==> src/rtl/core/cmct_pkg.sv <==
// ----------------------------------------------------------------------------
// Cursor motion confine tracker package
// Beat types, configuration layout and shared arithmetic helpers.
// ----------------------------------------------------------------------------
`timescale 1ns / 1ps
`default_nettype none

package cmct_pkg;

    // Field widths fixed by the interface.
    localparam int DELTA_W = 12;
    localparam int SYS_W   = 12;
    localparam int POS_W   = 16;
    localparam int SPAN_W  = 24;
    localparam int MODE_W  = 3;
    localparam int SPEED_W = 16;
    localparam int INDEX_W = 3;

    // Scaled delta: 12-bit signed times 8.8 unsigned, fraction dropped.
    localparam int PROD_W  = DELTA_W + SPEED_W + 1;
    localparam int SCALE_W = PROD_W - 8;

    // Working width for sums of a position and a scaled delta.
    localparam int CALC_W  = 23;

    // Register reset values.
    localparam logic [SPAN_W-1:0]  CONTROL_X_RESET = SPAN_W'(319);
    localparam logic [SPAN_W-1:0]  CONTROL_Y_RESET = SPAN_W'(199);
    localparam logic [SPAN_W-1:0]  LIMIT_X_RESET   = SPAN_W'(4095);
    localparam logic [SPAN_W-1:0]  LIMIT_Y_RESET   = SPAN_W'(4095);
    localparam logic [MODE_W-1:0]  MODE_RESET      = MODE_W'(4);
    localparam logic [SPEED_W-1:0] SPEED_RESET     = SPEED_W'(256);

    // Mode bit positions.
    localparam int MODE_ENABLE  = 0;
    localparam int MODE_CONFINE = 1;
    localparam int MODE_IGNORE  = 2;

    // Configuration register indexes.
    typedef enum logic [INDEX_W-1:0] {
        CFG_CONTROL_X = 3'd0,
        CFG_CONTROL_Y = 3'd1,
        CFG_LIMIT_X   = 3'd2,
        CFG_LIMIT_Y   = 3'd3,
        CFG_MODE      = 3'd4,
        CFG_SPEED     = 3'd5
    } cfg_reg_e;

    typedef struct packed {
        logic [SPAN_W-1:0]  control_x_span;
        logic [SPAN_W-1:0]  control_y_span;
        logic [SPAN_W-1:0]  limit_x_span;
        logic [SPAN_W-1:0]  limit_y_span;
        logic [MODE_W-1:0]  mode_bits;
        logic [SPEED_W-1:0] speed_factor;
    } cfg_t;

    typedef struct packed {
        logic signed [DELTA_W-1:0] delta_x;
        logic signed [DELTA_W-1:0] delta_y;
        logic [SYS_W-1:0]          sys_x;
        logic [SYS_W-1:0]          sys_y;
        logic                      focus_lost;
    } in_item_t;

    typedef struct packed {
        logic signed [POS_W-1:0] game_x;
        logic signed [POS_W-1:0] game_y;
        logic signed [POS_W-1:0] real_x_out;
        logic signed [POS_W-1:0] real_y_out;
        logic                    game_updated;
        logic                    warp;
    } out_item_t;

    // Beat held between the scaling stage and the tracking stage.
    typedef struct packed {
        logic signed [SCALE_W-1:0] scaled_x;
        logic signed [SCALE_W-1:0] scaled_y;
        logic signed [DELTA_W-1:0] delta_x;
        logic signed [DELTA_W-1:0] delta_y;
        logic [SYS_W-1:0]          sys_x;
        logic [SYS_W-1:0]          sys_y;
        logic                      focus_lost;
    } stage_t;

    // Inclusive range test; an empty range contains nothing.
    function automatic logic in_span(
        input logic signed [CALC_W-1:0] v,
        input logic signed [CALC_W-1:0] lo,
        input logic signed [CALC_W-1:0] hi
    );
        in_span = (v >= lo) && (v <= hi);
    endfunction

    // Raise to the low edge first, then cap at the high edge.
    function automatic logic signed [CALC_W-1:0] clamp_span(
        input logic signed [CALC_W-1:0] v,
        input logic signed [CALC_W-1:0] lo,
        input logic signed [CALC_W-1:0] hi
    );
        logic signed [CALC_W-1:0] t;
        t = (v < lo) ? lo : v;
        clamp_span = (t > hi) ? hi : t;
    endfunction

    // Saturate to the signed position range.
    function automatic logic signed [POS_W-1:0] sat_pos(
        input logic signed [CALC_W-1:0] v
    );
        logic signed [CALC_W-1:0] max_v;
        logic signed [CALC_W-1:0] min_v;
        max_v = CALC_W'(signed'({1'b0, {(POS_W-1){1'b1}}}));
        min_v = CALC_W'(signed'({1'b1, {(POS_W-1){1'b0}}}));
        if (v > max_v)
        begin
            sat_pos = max_v[POS_W-1:0];
        end
        else if (v < min_v)
        begin
            sat_pos = min_v[POS_W-1:0];
        end
        else
        begin
            sat_pos = v[POS_W-1:0];
        end
    endfunction

endpackage

`default_nettype wire

==> src/rtl/core/cmct_cfg.sv <==
// ----------------------------------------------------------------------------
// Configuration register file
// Holds the rectangle, bound, mode and speed registers written by index.
// ----------------------------------------------------------------------------
`timescale 1ns / 1ps
`default_nettype none

module cmct_cfg
    import cmct_pkg::*;
(
    input  wire logic               clk,
    input  wire logic               rst_n,
    input  wire logic               cfg_we,
    input  wire logic [INDEX_W-1:0] cfg_index,
    input  wire logic [SPAN_W-1:0]  cfg_data,
    output cfg_t                    cfg
);

    cfg_t cfg_reg;
    cfg_t cfg_next;

    // Write decode; indexes beyond the list are ignored.
    always_comb
    begin
        cfg_next = cfg_reg;
        if (cfg_we)
        begin
            unique case (cfg_index)
                CFG_CONTROL_X: cfg_next.control_x_span = cfg_data;
                CFG_CONTROL_Y: cfg_next.control_y_span = cfg_data;
                CFG_LIMIT_X:   cfg_next.limit_x_span   = cfg_data;
                CFG_LIMIT_Y:   cfg_next.limit_y_span   = cfg_data;
                CFG_MODE:      cfg_next.mode_bits      = cfg_data[MODE_W-1:0];
                CFG_SPEED:     cfg_next.speed_factor   = cfg_data[SPEED_W-1:0];
                default:       cfg_next = cfg_reg;
            endcase
        end
    end

    always_ff @(posedge clk or negedge rst_n)
    begin
        if (!rst_n)
        begin
            cfg_reg.control_x_span <= CONTROL_X_RESET;
            cfg_reg.control_y_span <= CONTROL_Y_RESET;
            cfg_reg.limit_x_span   <= LIMIT_X_RESET;
            cfg_reg.limit_y_span   <= LIMIT_Y_RESET;
            cfg_reg.mode_bits      <= MODE_RESET;
            cfg_reg.speed_factor   <= SPEED_RESET;
        end
        else
        begin
            cfg_reg <= cfg_next;
        end
    end

    assign cfg = cfg_reg;

endmodule

`default_nettype wire

==> src/rtl/core/cmct_front.sv <==
// ----------------------------------------------------------------------------
// Input stage with motion scaling
// Scales the deltas by the 8.8 speed factor and registers the beat.
// ----------------------------------------------------------------------------
`timescale 1ns / 1ps
`default_nettype none

module cmct_front
    import cmct_pkg::*;
(
    input  wire logic               clk,
    input  wire logic               rst_n,
    input  wire logic [SPEED_W-1:0] speed_factor,
    input  wire logic               in_valid,
    output logic                    in_ready,
    input  in_item_t                in_data,
    input  wire logic               advance,
    output logic                    stage_valid,
    output stage_t                  stage
);

    logic                      stage_valid_reg;
    logic                      stage_valid_next;
    stage_t                    stage_reg;
    stage_t                    stage_next;
    logic signed [PROD_W-1:0]  prod_x;
    logic signed [PROD_W-1:0]  prod_y;
    logic signed [PROD_W-1:0]  adj_x;
    logic signed [PROD_W-1:0]  adj_y;
    logic                      take;

    // The stage takes a beat when empty or when its beat moves on.
    assign in_ready = !stage_valid_reg || advance;
    assign take     = in_valid && in_ready;

    // Multiply, then bias negatives so the shift truncates toward zero.
    always_comb
    begin
        prod_x = PROD_W'(in_data.delta_x) * PROD_W'(signed'({1'b0, speed_factor}));
        prod_y = PROD_W'(in_data.delta_y) * PROD_W'(signed'({1'b0, speed_factor}));
        adj_x  = prod_x + signed'(PROD_W'({8{prod_x[PROD_W-1]}}));
        adj_y  = prod_y + signed'(PROD_W'({8{prod_y[PROD_W-1]}}));
    end

    always_comb
    begin
        stage_next            = stage_reg;
        stage_valid_next      = stage_valid_reg;
        if (take)
        begin
            stage_next.scaled_x   = adj_x[PROD_W-1:8];
            stage_next.scaled_y   = adj_y[PROD_W-1:8];
            stage_next.delta_x    = in_data.delta_x;
            stage_next.delta_y    = in_data.delta_y;
            stage_next.sys_x      = in_data.sys_x;
            stage_next.sys_y      = in_data.sys_y;
            stage_next.focus_lost = in_data.focus_lost;
            stage_valid_next      = 1'b1;
        end
        else if (advance)
        begin
            stage_valid_next = 1'b0;
        end
    end

    always_ff @(posedge clk or negedge rst_n)
    begin
        if (!rst_n)
        begin
            stage_valid_reg <= 1'b0;
        end
        else
        begin
            stage_valid_reg <= stage_valid_next;
        end
    end

    always_ff @(posedge clk)
    begin
        stage_reg <= stage_next;
    end

    assign stage_valid = stage_valid_reg;
    assign stage       = stage_reg;

endmodule

`default_nettype wire

==> src/rtl/core/cmct_track.sv <==
// ----------------------------------------------------------------------------
// Cursor tracking stage
// Updates the real and game cursors for one beat and registers the result.
// ----------------------------------------------------------------------------
`timescale 1ns / 1ps
`default_nettype none

module cmct_track
    import cmct_pkg::*;
#(
    parameter int COORD_BITS = 12
)
(
    input  wire logic clk,
    input  wire logic rst_n,
    input  cfg_t      cfg,
    input  wire logic stage_valid,
    input  stage_t    stage,
    output logic      advance,
    output logic      out_valid,
    input  wire logic out_ready,
    output out_item_t out_data
);

    logic signed [POS_W-1:0]  real_x_reg;
    logic signed [POS_W-1:0]  real_y_reg;
    logic signed [POS_W-1:0]  game_x_reg;
    logic signed [POS_W-1:0]  game_y_reg;
    logic signed [POS_W-1:0]  real_x_next;
    logic signed [POS_W-1:0]  real_y_next;
    logic signed [POS_W-1:0]  game_x_next;
    logic signed [POS_W-1:0]  game_y_next;
    logic                     out_valid_reg;
    logic                     out_valid_next;
    out_item_t                out_reg;
    out_item_t                out_next;

    logic signed [CALC_W-1:0] cx_lo;
    logic signed [CALC_W-1:0] cx_hi;
    logic signed [CALC_W-1:0] cy_lo;
    logic signed [CALC_W-1:0] cy_hi;
    logic signed [CALC_W-1:0] lx_lo;
    logic signed [CALC_W-1:0] lx_hi;
    logic signed [CALC_W-1:0] ly_lo;
    logic signed [CALC_W-1:0] ly_hi;
    logic signed [CALC_W-1:0] nx;
    logic signed [CALC_W-1:0] ny;
    logic signed [POS_W-1:0]  rx;
    logic signed [POS_W-1:0]  ry;
    logic signed [POS_W-1:0]  gx;
    logic signed [POS_W-1:0]  gy;
    logic                     updated;
    logic                     warp;
    logic                     enabled;
    logic                     confine;
    logic                     bounds_free;

    // Edge fields are unsigned COORD_BITS values, low edge above high edge.
    function automatic logic signed [CALC_W-1:0] lo_edge(input logic [SPAN_W-1:0] s);
        logic [COORD_BITS-1:0] e;
        e = COORD_BITS'(s >> COORD_BITS);
        lo_edge = signed'(CALC_W'(e));
    endfunction

    function automatic logic signed [CALC_W-1:0] hi_edge(input logic [SPAN_W-1:0] s);
        logic [COORD_BITS-1:0] e;
        e = s[COORD_BITS-1:0];
        hi_edge = signed'(CALC_W'(e));
    endfunction

    // A beat moves into the result register when that register is free.
    assign advance = stage_valid && (!out_valid_reg || out_ready);

    assign enabled     = cfg.mode_bits[MODE_ENABLE];
    assign confine     = cfg.mode_bits[MODE_CONFINE];
    assign bounds_free = cfg.mode_bits[MODE_IGNORE];

    assign cx_lo = lo_edge(cfg.control_x_span);
    assign cx_hi = hi_edge(cfg.control_x_span);
    assign cy_lo = lo_edge(cfg.control_y_span);
    assign cy_hi = hi_edge(cfg.control_y_span);
    assign lx_lo = lo_edge(cfg.limit_x_span);
    assign lx_hi = hi_edge(cfg.limit_x_span);
    assign ly_lo = lo_edge(cfg.limit_y_span);
    assign ly_hi = hi_edge(cfg.limit_y_span);

    // Real cursor move, then the game cursor and its bound clamp.
    always_comb
    begin
        nx      = CALC_W'(real_x_reg) + CALC_W'(stage.scaled_x);
        ny      = CALC_W'(real_y_reg) + CALC_W'(stage.scaled_y);
        rx      = real_x_reg;
        ry      = real_y_reg;
        gx      = game_x_reg;
        gy      = game_y_reg;
        updated = 1'b0;
        warp    = 1'b0;

        if (!stage.focus_lost && enabled)
        begin
            priority if (in_span(nx, cx_lo, cx_hi) && in_span(ny, cy_lo, cy_hi))
            begin
                rx = sat_pos(nx);
                ry = sat_pos(ny);
            end
            else if (confine)
            begin
                rx = sat_pos(clamp_span(nx, cx_lo, cx_hi));
                ry = sat_pos(clamp_span(ny, cy_lo, cy_hi));
            end
            else
            begin
                rx = sat_pos(CALC_W'(real_x_reg) + CALC_W'(stage.delta_x));
                ry = sat_pos(CALC_W'(real_y_reg) + CALC_W'(stage.delta_y));
            end
            updated = in_span(CALC_W'(rx), cx_lo, cx_hi) && in_span(CALC_W'(ry), cy_lo, cy_hi);
        end
        else
        begin
            // Control off or focus away: follow the system cursor.
            rx      = signed'(POS_W'(stage.sys_x));
            ry      = signed'(POS_W'(stage.sys_y));
            updated = 1'b1;
        end

        if (updated)
        begin
            gx = rx;
            gy = ry;
            if (!bounds_free &&
                !(in_span(CALC_W'(gx), lx_lo, lx_hi) && in_span(CALC_W'(gy), ly_lo, ly_hi)))
            begin
                gx   = POS_W'(clamp_span(CALC_W'(gx), lx_lo, lx_hi));
                gy   = POS_W'(clamp_span(CALC_W'(gy), ly_lo, ly_hi));
                rx   = gx;
                ry   = gy;
                warp = 1'b1;
            end
        end
    end

    // State and result register updates.
    always_comb
    begin
        real_x_next    = real_x_reg;
        real_y_next    = real_y_reg;
        game_x_next    = game_x_reg;
        game_y_next    = game_y_reg;
        out_next       = out_reg;
        out_valid_next = out_valid_reg;
        if (advance)
        begin
            real_x_next           = rx;
            real_y_next           = ry;
            game_x_next           = gx;
            game_y_next           = gy;
            out_next.game_x       = gx;
            out_next.game_y       = gy;
            out_next.real_x_out   = rx;
            out_next.real_y_out   = ry;
            out_next.game_updated = updated;
            out_next.warp         = warp;
            out_valid_next        = 1'b1;
        end
        else if (out_ready)
        begin
            out_valid_next = 1'b0;
        end
    end

    always_ff @(posedge clk or negedge rst_n)
    begin
        if (!rst_n)
        begin
            real_x_reg    <= '0;
            real_y_reg    <= '0;
            game_x_reg    <= '0;
            game_y_reg    <= '0;
            out_valid_reg <= 1'b0;
        end
        else
        begin
            real_x_reg    <= real_x_next;
            real_y_reg    <= real_y_next;
            game_x_reg    <= game_x_next;
            game_y_reg    <= game_y_next;
            out_valid_reg <= out_valid_next;
        end
    end

    always_ff @(posedge clk)
    begin
        out_reg <= out_next;
    end

    assign out_valid = out_valid_reg;
    assign out_data  = out_reg;

endmodule

`default_nettype wire

==> src/rtl/core/cursor_motion_confine_tracker.sv <==
// ----------------------------------------------------------------------------
// Cursor motion confine tracker
// Tracks a real and a game cursor from polled mouse motion, one poll a beat.
//
// Usage: a poll beat (deltas, system position, focus flag) enters on the
// in_valid/in_ready channel and one result beat leaves on out_valid/out_ready.
// The user must write registers through cfg_we/cfg_index/cfg_data only while
// idle; the block itself does not enforce this. Two register stages in all:
// the scaling multiplier ends in the input stage, and the cursor update ends
// in the result register. Throughput: one beat per cycle while the receiver
// does not stall; the real and game cursor registers close their update loop
// within the single tracking stage.
// Reset clears both cursors to zero, empties both stages and loads the
// register defaults. When the receiver stalls, the result register holds its
// beat and the input stage can still take one more beat; in_ready then drops
// until the result beat is taken.
// ----------------------------------------------------------------------------
`timescale 1ns / 1ps
`default_nettype none

module cursor_motion_confine_tracker
    import cmct_pkg::*;
#(
    parameter int COORD_BITS = 12
)
(
    input  wire logic               clk,
    input  wire logic               rst_n,
    input  wire logic               cfg_we,
    input  wire logic [INDEX_W-1:0] cfg_index,
    input  wire logic [SPAN_W-1:0]  cfg_data,
    input  wire logic               in_valid,
    output logic                    in_ready,
    input  in_item_t                in_data,
    output logic                    out_valid,
    input  wire logic               out_ready,
    output out_item_t               out_data
);

    cfg_t   cfg;
    logic   stage_valid;
    stage_t stage;
    logic   advance;

    cmct_cfg u_cfg (
        .clk       (clk),
        .rst_n     (rst_n),
        .cfg_we    (cfg_we),
        .cfg_index (cfg_index),
        .cfg_data  (cfg_data),
        .cfg       (cfg)
    );

    cmct_front u_front (
        .clk          (clk),
        .rst_n        (rst_n),
        .speed_factor (cfg.speed_factor),
        .in_valid     (in_valid),
        .in_ready     (in_ready),
        .in_data      (in_data),
        .advance      (advance),
        .stage_valid  (stage_valid),
        .stage        (stage)
    );

    cmct_track #(
        .COORD_BITS (COORD_BITS)
    ) u_track (
        .clk         (clk),
        .rst_n       (rst_n),
        .cfg         (cfg),
        .stage_valid (stage_valid),
        .stage       (stage),
        .advance     (advance),
        .out_valid   (out_valid),
        .out_ready   (out_ready),
        .out_data    (out_data)
    );

endmodule

`default_nettype wire

==> config.mk <==
export PLATFORM = sky130hd
export DESIGN_NAME = cursor_motion_confine_tracker
export DESIGN_NICKNAME = d
export VERILOG_FILES = /design/src/rtl/core/cmct_pkg.sv /design/src/rtl/core/cmct_cfg.sv /design/src/rtl/core/cmct_front.sv /design/src/rtl/core/cmct_track.sv /design/src/rtl/core/cursor_motion_confine_tracker.sv
export SDC_FILE = /design/constraint.sdc
export NUM_CORES = 2
export LEC_CHECK = 0
export ABC_AREA = 1
export BUFFER_PORTS_ARGS = -buffer_cell sky130_fd_sc_hd__buf_2
export CORE_AREA = 3 3 267 269
export DETAILED_ROUTE_END_ITERATION = 10
export DIE_AREA = 0 0 270 272
export PLACE_DENSITY = 0.84
export SYNTH_ARGS = -nofsm -noshare
export SYNTH_HDL_FRONTEND = slang
export SYNTH_SLANG_ARGS = --single-unit
==> constraint.sdc <==
create_clock -name clk -period 10.15 [get_ports clk]
set_input_delay 2.03 -clock clk [delete_from_list [all_inputs] [get_ports clk]]
set_output_delay 2.03 -clock clk [all_outputs]
set_load 0.05 [all_outputs]
## After elaboration in Yosys (flattened, before gate mapping)

Cells that the tools add are included.

| storage, ports and cells | value |
|---|---|
| bits in registers | 338 |
| word-level logic and storage cells | 139 |
| output and inout bits | 68 |
| bits of input ports | 81 |

| cells by class | value |
|---|---|
| multiplexer cells | 40 |
| $mul | 2 |
| $add $sub $neg | 6 |
| reduce and logical (&&, ||, !) cells | 29 |
| $lt $le $gt $ge | 32 |
| equality and inequality tests | 5 |

Operators by type and width:

| kind | number |
|---|---|
| 16-bit 2-to-1 mux | 28 |
| 23-bit by 16-bit > comparator with 1-bit output (second input constant) | 6 |
| 23-bit by 16-bit less-than comparator with 1-bit output (second input constant) | 6 |
| 23-bit 2-to-1 mux | 6 |
| 23-bit by 13-bit > comparator with 1-bit output | 4 |
| 16-bit by 13-bit >= comparator with 1-bit output | 4 |
| 16-bit by 13-bit less-or-equal comparator with 1-bit output | 4 |
| 29-bit by 9-bit adder with 29-bit output | 2 |
| 12-bit by 17-bit multiplier with 29-bit output | 2 |
| 23-bit by 13-bit >= comparator with 1-bit output | 2 |
| 23-bit by 13-bit less-or-equal comparator with 1-bit output | 2 |
| 23-bit by 13-bit less-than comparator with 1-bit output | 2 |
| 16-bit by 21-bit adder with 22-bit output | 2 |
| 16-bit by 12-bit adder with 17-bit output | 2 |
| 16-bit by 13-bit less-than comparator with 1-bit output | 2 |
| 1-bit logical AND | 13 |
| 2-bit AND reduction | 6 |
| 3-bit by 2-bit == test with 1-bit output (second input constant) | 2 |
| 3-bit == test (second input constant) | 2 |
| 1-bit 2-to-1 mux | 6 |
| 1-bit zero test | 5 |
| 2-bit nonzero test | 2 |
| 3-bit by 1-bit == test with 1-bit output (second input constant) | 1 |
| 3-bit zero test | 1 |
| 1-bit logical OR | 2 |

## Logic depth before layout (Yosys ltp)

| logic depth | value |
|---|---|
| depth after elaboration | 19 |
| depth in mapped cells | 76 |
| mapped depth without buffers | 73 |

## Hierarchy

From an unflattened synthesis, not the netlist that was laid out.

| second synthesis, totals | value |
|---|---|
| cell total of the unflattened synthesis | 5708 |
| area, all modules | 40521.4 µm² |

Modules (own cells, without submodules):

| module | times used | area each (µm²) | sequential area each (µm²) | cells each |
|---|---|---|---|---|
| cmct_front | 1 | 18525.3 | 2757.6 | 2486 |
| cmct_track | 1 | 17439.2 | 3608.5 | 2713 |
| cmct_cfg | 1 | 4556.9 | 2925.3 | 509 |

## Worst setup path after synthesis

Ideal clock, no wire load.

| timing path | value |
|---|---|
| path type | register -> register |
| start | register u_track.real_x_reg[0] |
| end | register u_track.out_reg (netlist bit u_track.out_data[51]), data pin |
| path slack | 0.553 ns |
| period minus slack after synthesis | 9.597 ns |
| cell stages (with the launch flop) | 73 |
| arrival | 9.334 ns |
| cells stage by stage | dfrtp_1 -> ha_1 -> inv_1 -> fa_1 -> inv_1 -> nand3_1 -> nand2_1 -> nand2_1 -> nand2_1 -> a21oi_1 -> xnor2_1 -> ha_1 -> nand2_1 -> nor2_1 -> a211oi_1 -> a21oi_1 -> nor4_1 -> ha_1 -> [37 not listed] -> nand2_1 -> o21ai_0 -> ha_1 -> nand2_1 -> o21ai_0 -> a21oi_1 -> o21ai_0 -> a21oi_1 -> o221ai_1 -> a21oi_1 -> or2_2 -> nand2_1 -> nand2_1 -> buf_2 -> nand2_1 -> nand3_1 -> nand2_1 -> o21ai_0 |

| between the ends | value |
|---|---|
| longest elaborated chain between the ends | 19 |
| elaborated cells on any way between the ends | 52 |
| those cells by class | 2 x add/sub; 20 x order compare; 20 x mux; 10 x reduce/logical |

RTL lines:

| element | line | text |
|---|---|---|
| from (decl) | cmct_track.sv:25 | `logic signed [POS_W-1:0] real_x_reg;` |
| from (signal assigned) | cmct_track.sv:183 | `real_x_reg <= real_x_next;` |
| parallel branches: the longest is 18 deep, another holds 23-bit by 13-bit less-than comparator with 1-bit output | n/a |  |
| 16-bit 2-to-1 mux * | cmct_track.sv:126 | `if (updated)` |
| via u_track.gx[1] | cmct_track.sv:50 | `logic signed [POS_W-1:0] gx;` |
| to (signal assigned) | cmct_track.sv:193 | `out_reg <= out_next;` |
| to (decl) | cmct_track.sv:35 | `out_item_t out_reg;` |

Mark *: on every way through the listed nets, which the timed path passes. The select of a mux whose other input is x is not followed.
A chain may end at the register's enable or synchronous reset.

## Worst setup path in the final report

Same ends and word-level chain as after synthesis.

==> out/metrics.yaml <==
status:
  status: "complete, no violations"
floorplanning:
  die_h_microns: 272
  die-area_sq_um: 73440
  core-area_sq_um: 68830
  rows: 96
  ios: 149
  start_util_pct: 55.24
  dieWidth_microns: 270
logic_synthesis:
  synth_area_leader_cell: "fa_1"
  synth_area_sq_um: 38020
  yosys_register_bits: 338
  yosysTopAreaCellShare_pct: 15.06
  synthArstFlopShare_pct: 53.55
  synth-edff-count: 157
  yosys_most_used_dff: "edfxtp_1"
  synth_area_leaders: "fa_1, ha_1, nand2_1, edfxtp_1, dfrtp_1"
  ys_types: 56
  syn_inst: 5023
  ys_seq_area_share_pct: 24.44
  yosysWarningCount: 0
  synth_fp_nets: 5842
  syn_area_per_cell_sq_um: 7.570
placement:
  gp_congestion: 1.060
  io_buffers: 148
  pre_cts_slack_ns: -0.5770
  place.detailed.hpwl_microns: 100300
  placed_cells: 6213
drt:
  routed.top_layer: "met5"
  postRouteAntennaNets: 0
  drc_errors: 0
  drt_iter0_markers: 3484
  num_vias: 35526
  vias_per_cell: 5.627
  dr.pass1.iters: 6
  dr_wl_met3_microns: 10730
  drt_wl_total_microns: 126600
  wl_met1_microns: 51950
  wl_per_cell_microns: 20.05
  met2WireLength_microns: 57000
timing:
  max_freq_ghz: 0.1006
  timing.hold.ws_ns: 0.4846
  hold_viol_final: 0
  period_minus_slack_ns: 9.942
  fin_skew_ns: 0.03239
  maxSlewHeadroom_pct: 24.62
  worst_pin_slew_ns: 1.131
  slew_violations: 0
  setup_viol: 0
  period_share_pct: 97.95
  tns_ns: 0
  grt_setup_unrepaired: "yes"
  setup_ws_ns: 0.2079
final_layout:
  layout_common_cells: "nand2_1, inv_1, ha_1, buf_4, fa_1"
  fillers: 6021
  regArea_sq_um: 9291
  final_common_cell: "nand2_1"
  drive_above_1_share_pct: 15.02
  largest_reg_flops: 115
  stdcell_count: 6313
  fin_nets: 6169
  syn2layout_area_growth_pct: 15.24
  multi_input_area_sq_um: 25400
global_route:
  grt_pass1_vias: 35457
  grt_start_max_net_pins: 72
  grt_usage_pct: 34.11
  grt.overflow.total: 0
  grt_pass1_wl_microns: 196100
  antenna_found_initial: 6
run:
  drv_cap: 0
setup_path:
  crit_path_start_kind: "flip-flop"
  critPathMaxFanout: 8
  crit_path_top_delay_cell: "a2111oi_4"
  slowest_delay_ns: 0.40
  worstSetupPathType: "reg2reg"
  cp-end-kind: "flip-flop"
  worst_ep_required_time_ns: 10.46
  arrival_ns: 10.25
clock_tree:
  clockBufferDepth: 3
  cts-buffers-inserted: 36
  clkTransAtPathRegs_ns: 0.06
  cts_tree: "built"
  clk_latency_ns: 0.59
  htree_num_levels: 2
  cts.sinks: 338
  cts_root_buffer: "clkbuf_16"
min_path:
  hp-class: "reg2reg"
## final cells by class
type / instances / area share [%]
multi-input combinational: 3576 / 57.97
clock buffer: 46 / 2.336
tap: 931 / 2.659
inverter: 944 / 8.113
timing repair buffer: 454 / 7.276
clock inverter: 20 / 0.4141
antenna: 4 / 0.02284
sequential: 338 / 21.21
## critical path: cells and delay by family (launching register included)
family / cells / cell delay, ns
DFF: 1 / 0.36
AOI/OAI and AO/OA: 15 / 2.10
and+or+nand+nor: 31 / 3.56
adders and majority gates: 8 / 2.36
xor gates and xnor gates: 1 / 0.17
buffers and inverters: 10 / 1.09
## synth_stat cells, types with 9 or more instances
cell type	count
nand2_1	1465
inv_1	938
ha_1	452
o21ai_0	287
fa_1	286
a21oi_1	233
nand3_1	214
nor2_1	208
edfxtp_1	157
dfrtp_1	143
clkbuf_1	133
xor2_1	81
nand4_1	53
dfstp_2	38
nor3_1	34
or2_2	29
xnor2_1	29
o22ai_1	26
buf_2	17
o211ai_1	15
nor4_1	13
o21a_1	12
o21bai_1	12
a211oi_1	11
nand3b_1	10
a31oi_1	9
nand3_2	9
## path summary, 6_finish.rpt
| kind | from | endpoint | slack (ns) | cells after the start |
|---|---|---|---|---|
| min in group asynchronous | rst_n | u_track.game_y_reg[4] | 1.40 | 1 |
| max in group asynchronous | rst_n | u_track.real_x_reg[15] | 7.38 | 2 |
| worst min-delay path | u_cfg.cfg[81] | u_cfg.cfg[81] | 0.48 | 2 |
| worst max register to register | u_track.real_x_reg[0] | u_track.out_data[51] | 0.21 | 65 |
| worst max-delay path | u_track.real_x_reg[0] | u_track.out_data[51] | 0.21 | 65 |
| worst min register to register | u_cfg.cfg[81] | u_cfg.cfg[81] | 0.48 | 2 |
## metal layers
layer,vias to the layer above,GRT usage [%]
li1,16572,-
met1,16992,44.51
met2,1580,55.40
met3,378,5.911
met4,4,16.21
met5,-,0
## what timing repair did
item                       CTS  global route
pin swaps                   15            62
gates resized for setup     29           240
hold buffers                 0             0
buffers inserted             7            21
setup endpoints to repair   48            98
gates cloned                 0             2
## logic make-up (layout without fill, tap and decap cells)
group | count (synthesis) | after routing | synth area share [%]
adder cells (fa/ha/maj) | 738 | 738 | 29.93
other | 0 | 4 | 0
AND/OR/NAND/NOR | 2068 | 2068 | 22.42
XOR/XNOR | 110 | 110 | 2.534
flip-flops | 338 | 338 | 24.44
AO/OA/AOI/OAI | 660 | 660 | 9.546
buffers and inverters | 1109 | 1464 | 11.13
## per-stage QoR
step | area [sq um] | util [%]
after detailed placement | 41370 | 60.11
after global placement | 41370 | 60.11
after CTS | 42720 | 62.07
after floorplan | 38020 | -
final | 43820 | 63.66
after global routing | 43810 | 63.65
Power is left out: the tool's default activity adds up to more than one toggle a clock period on the data nets, which glitch-free logic cannot reach.
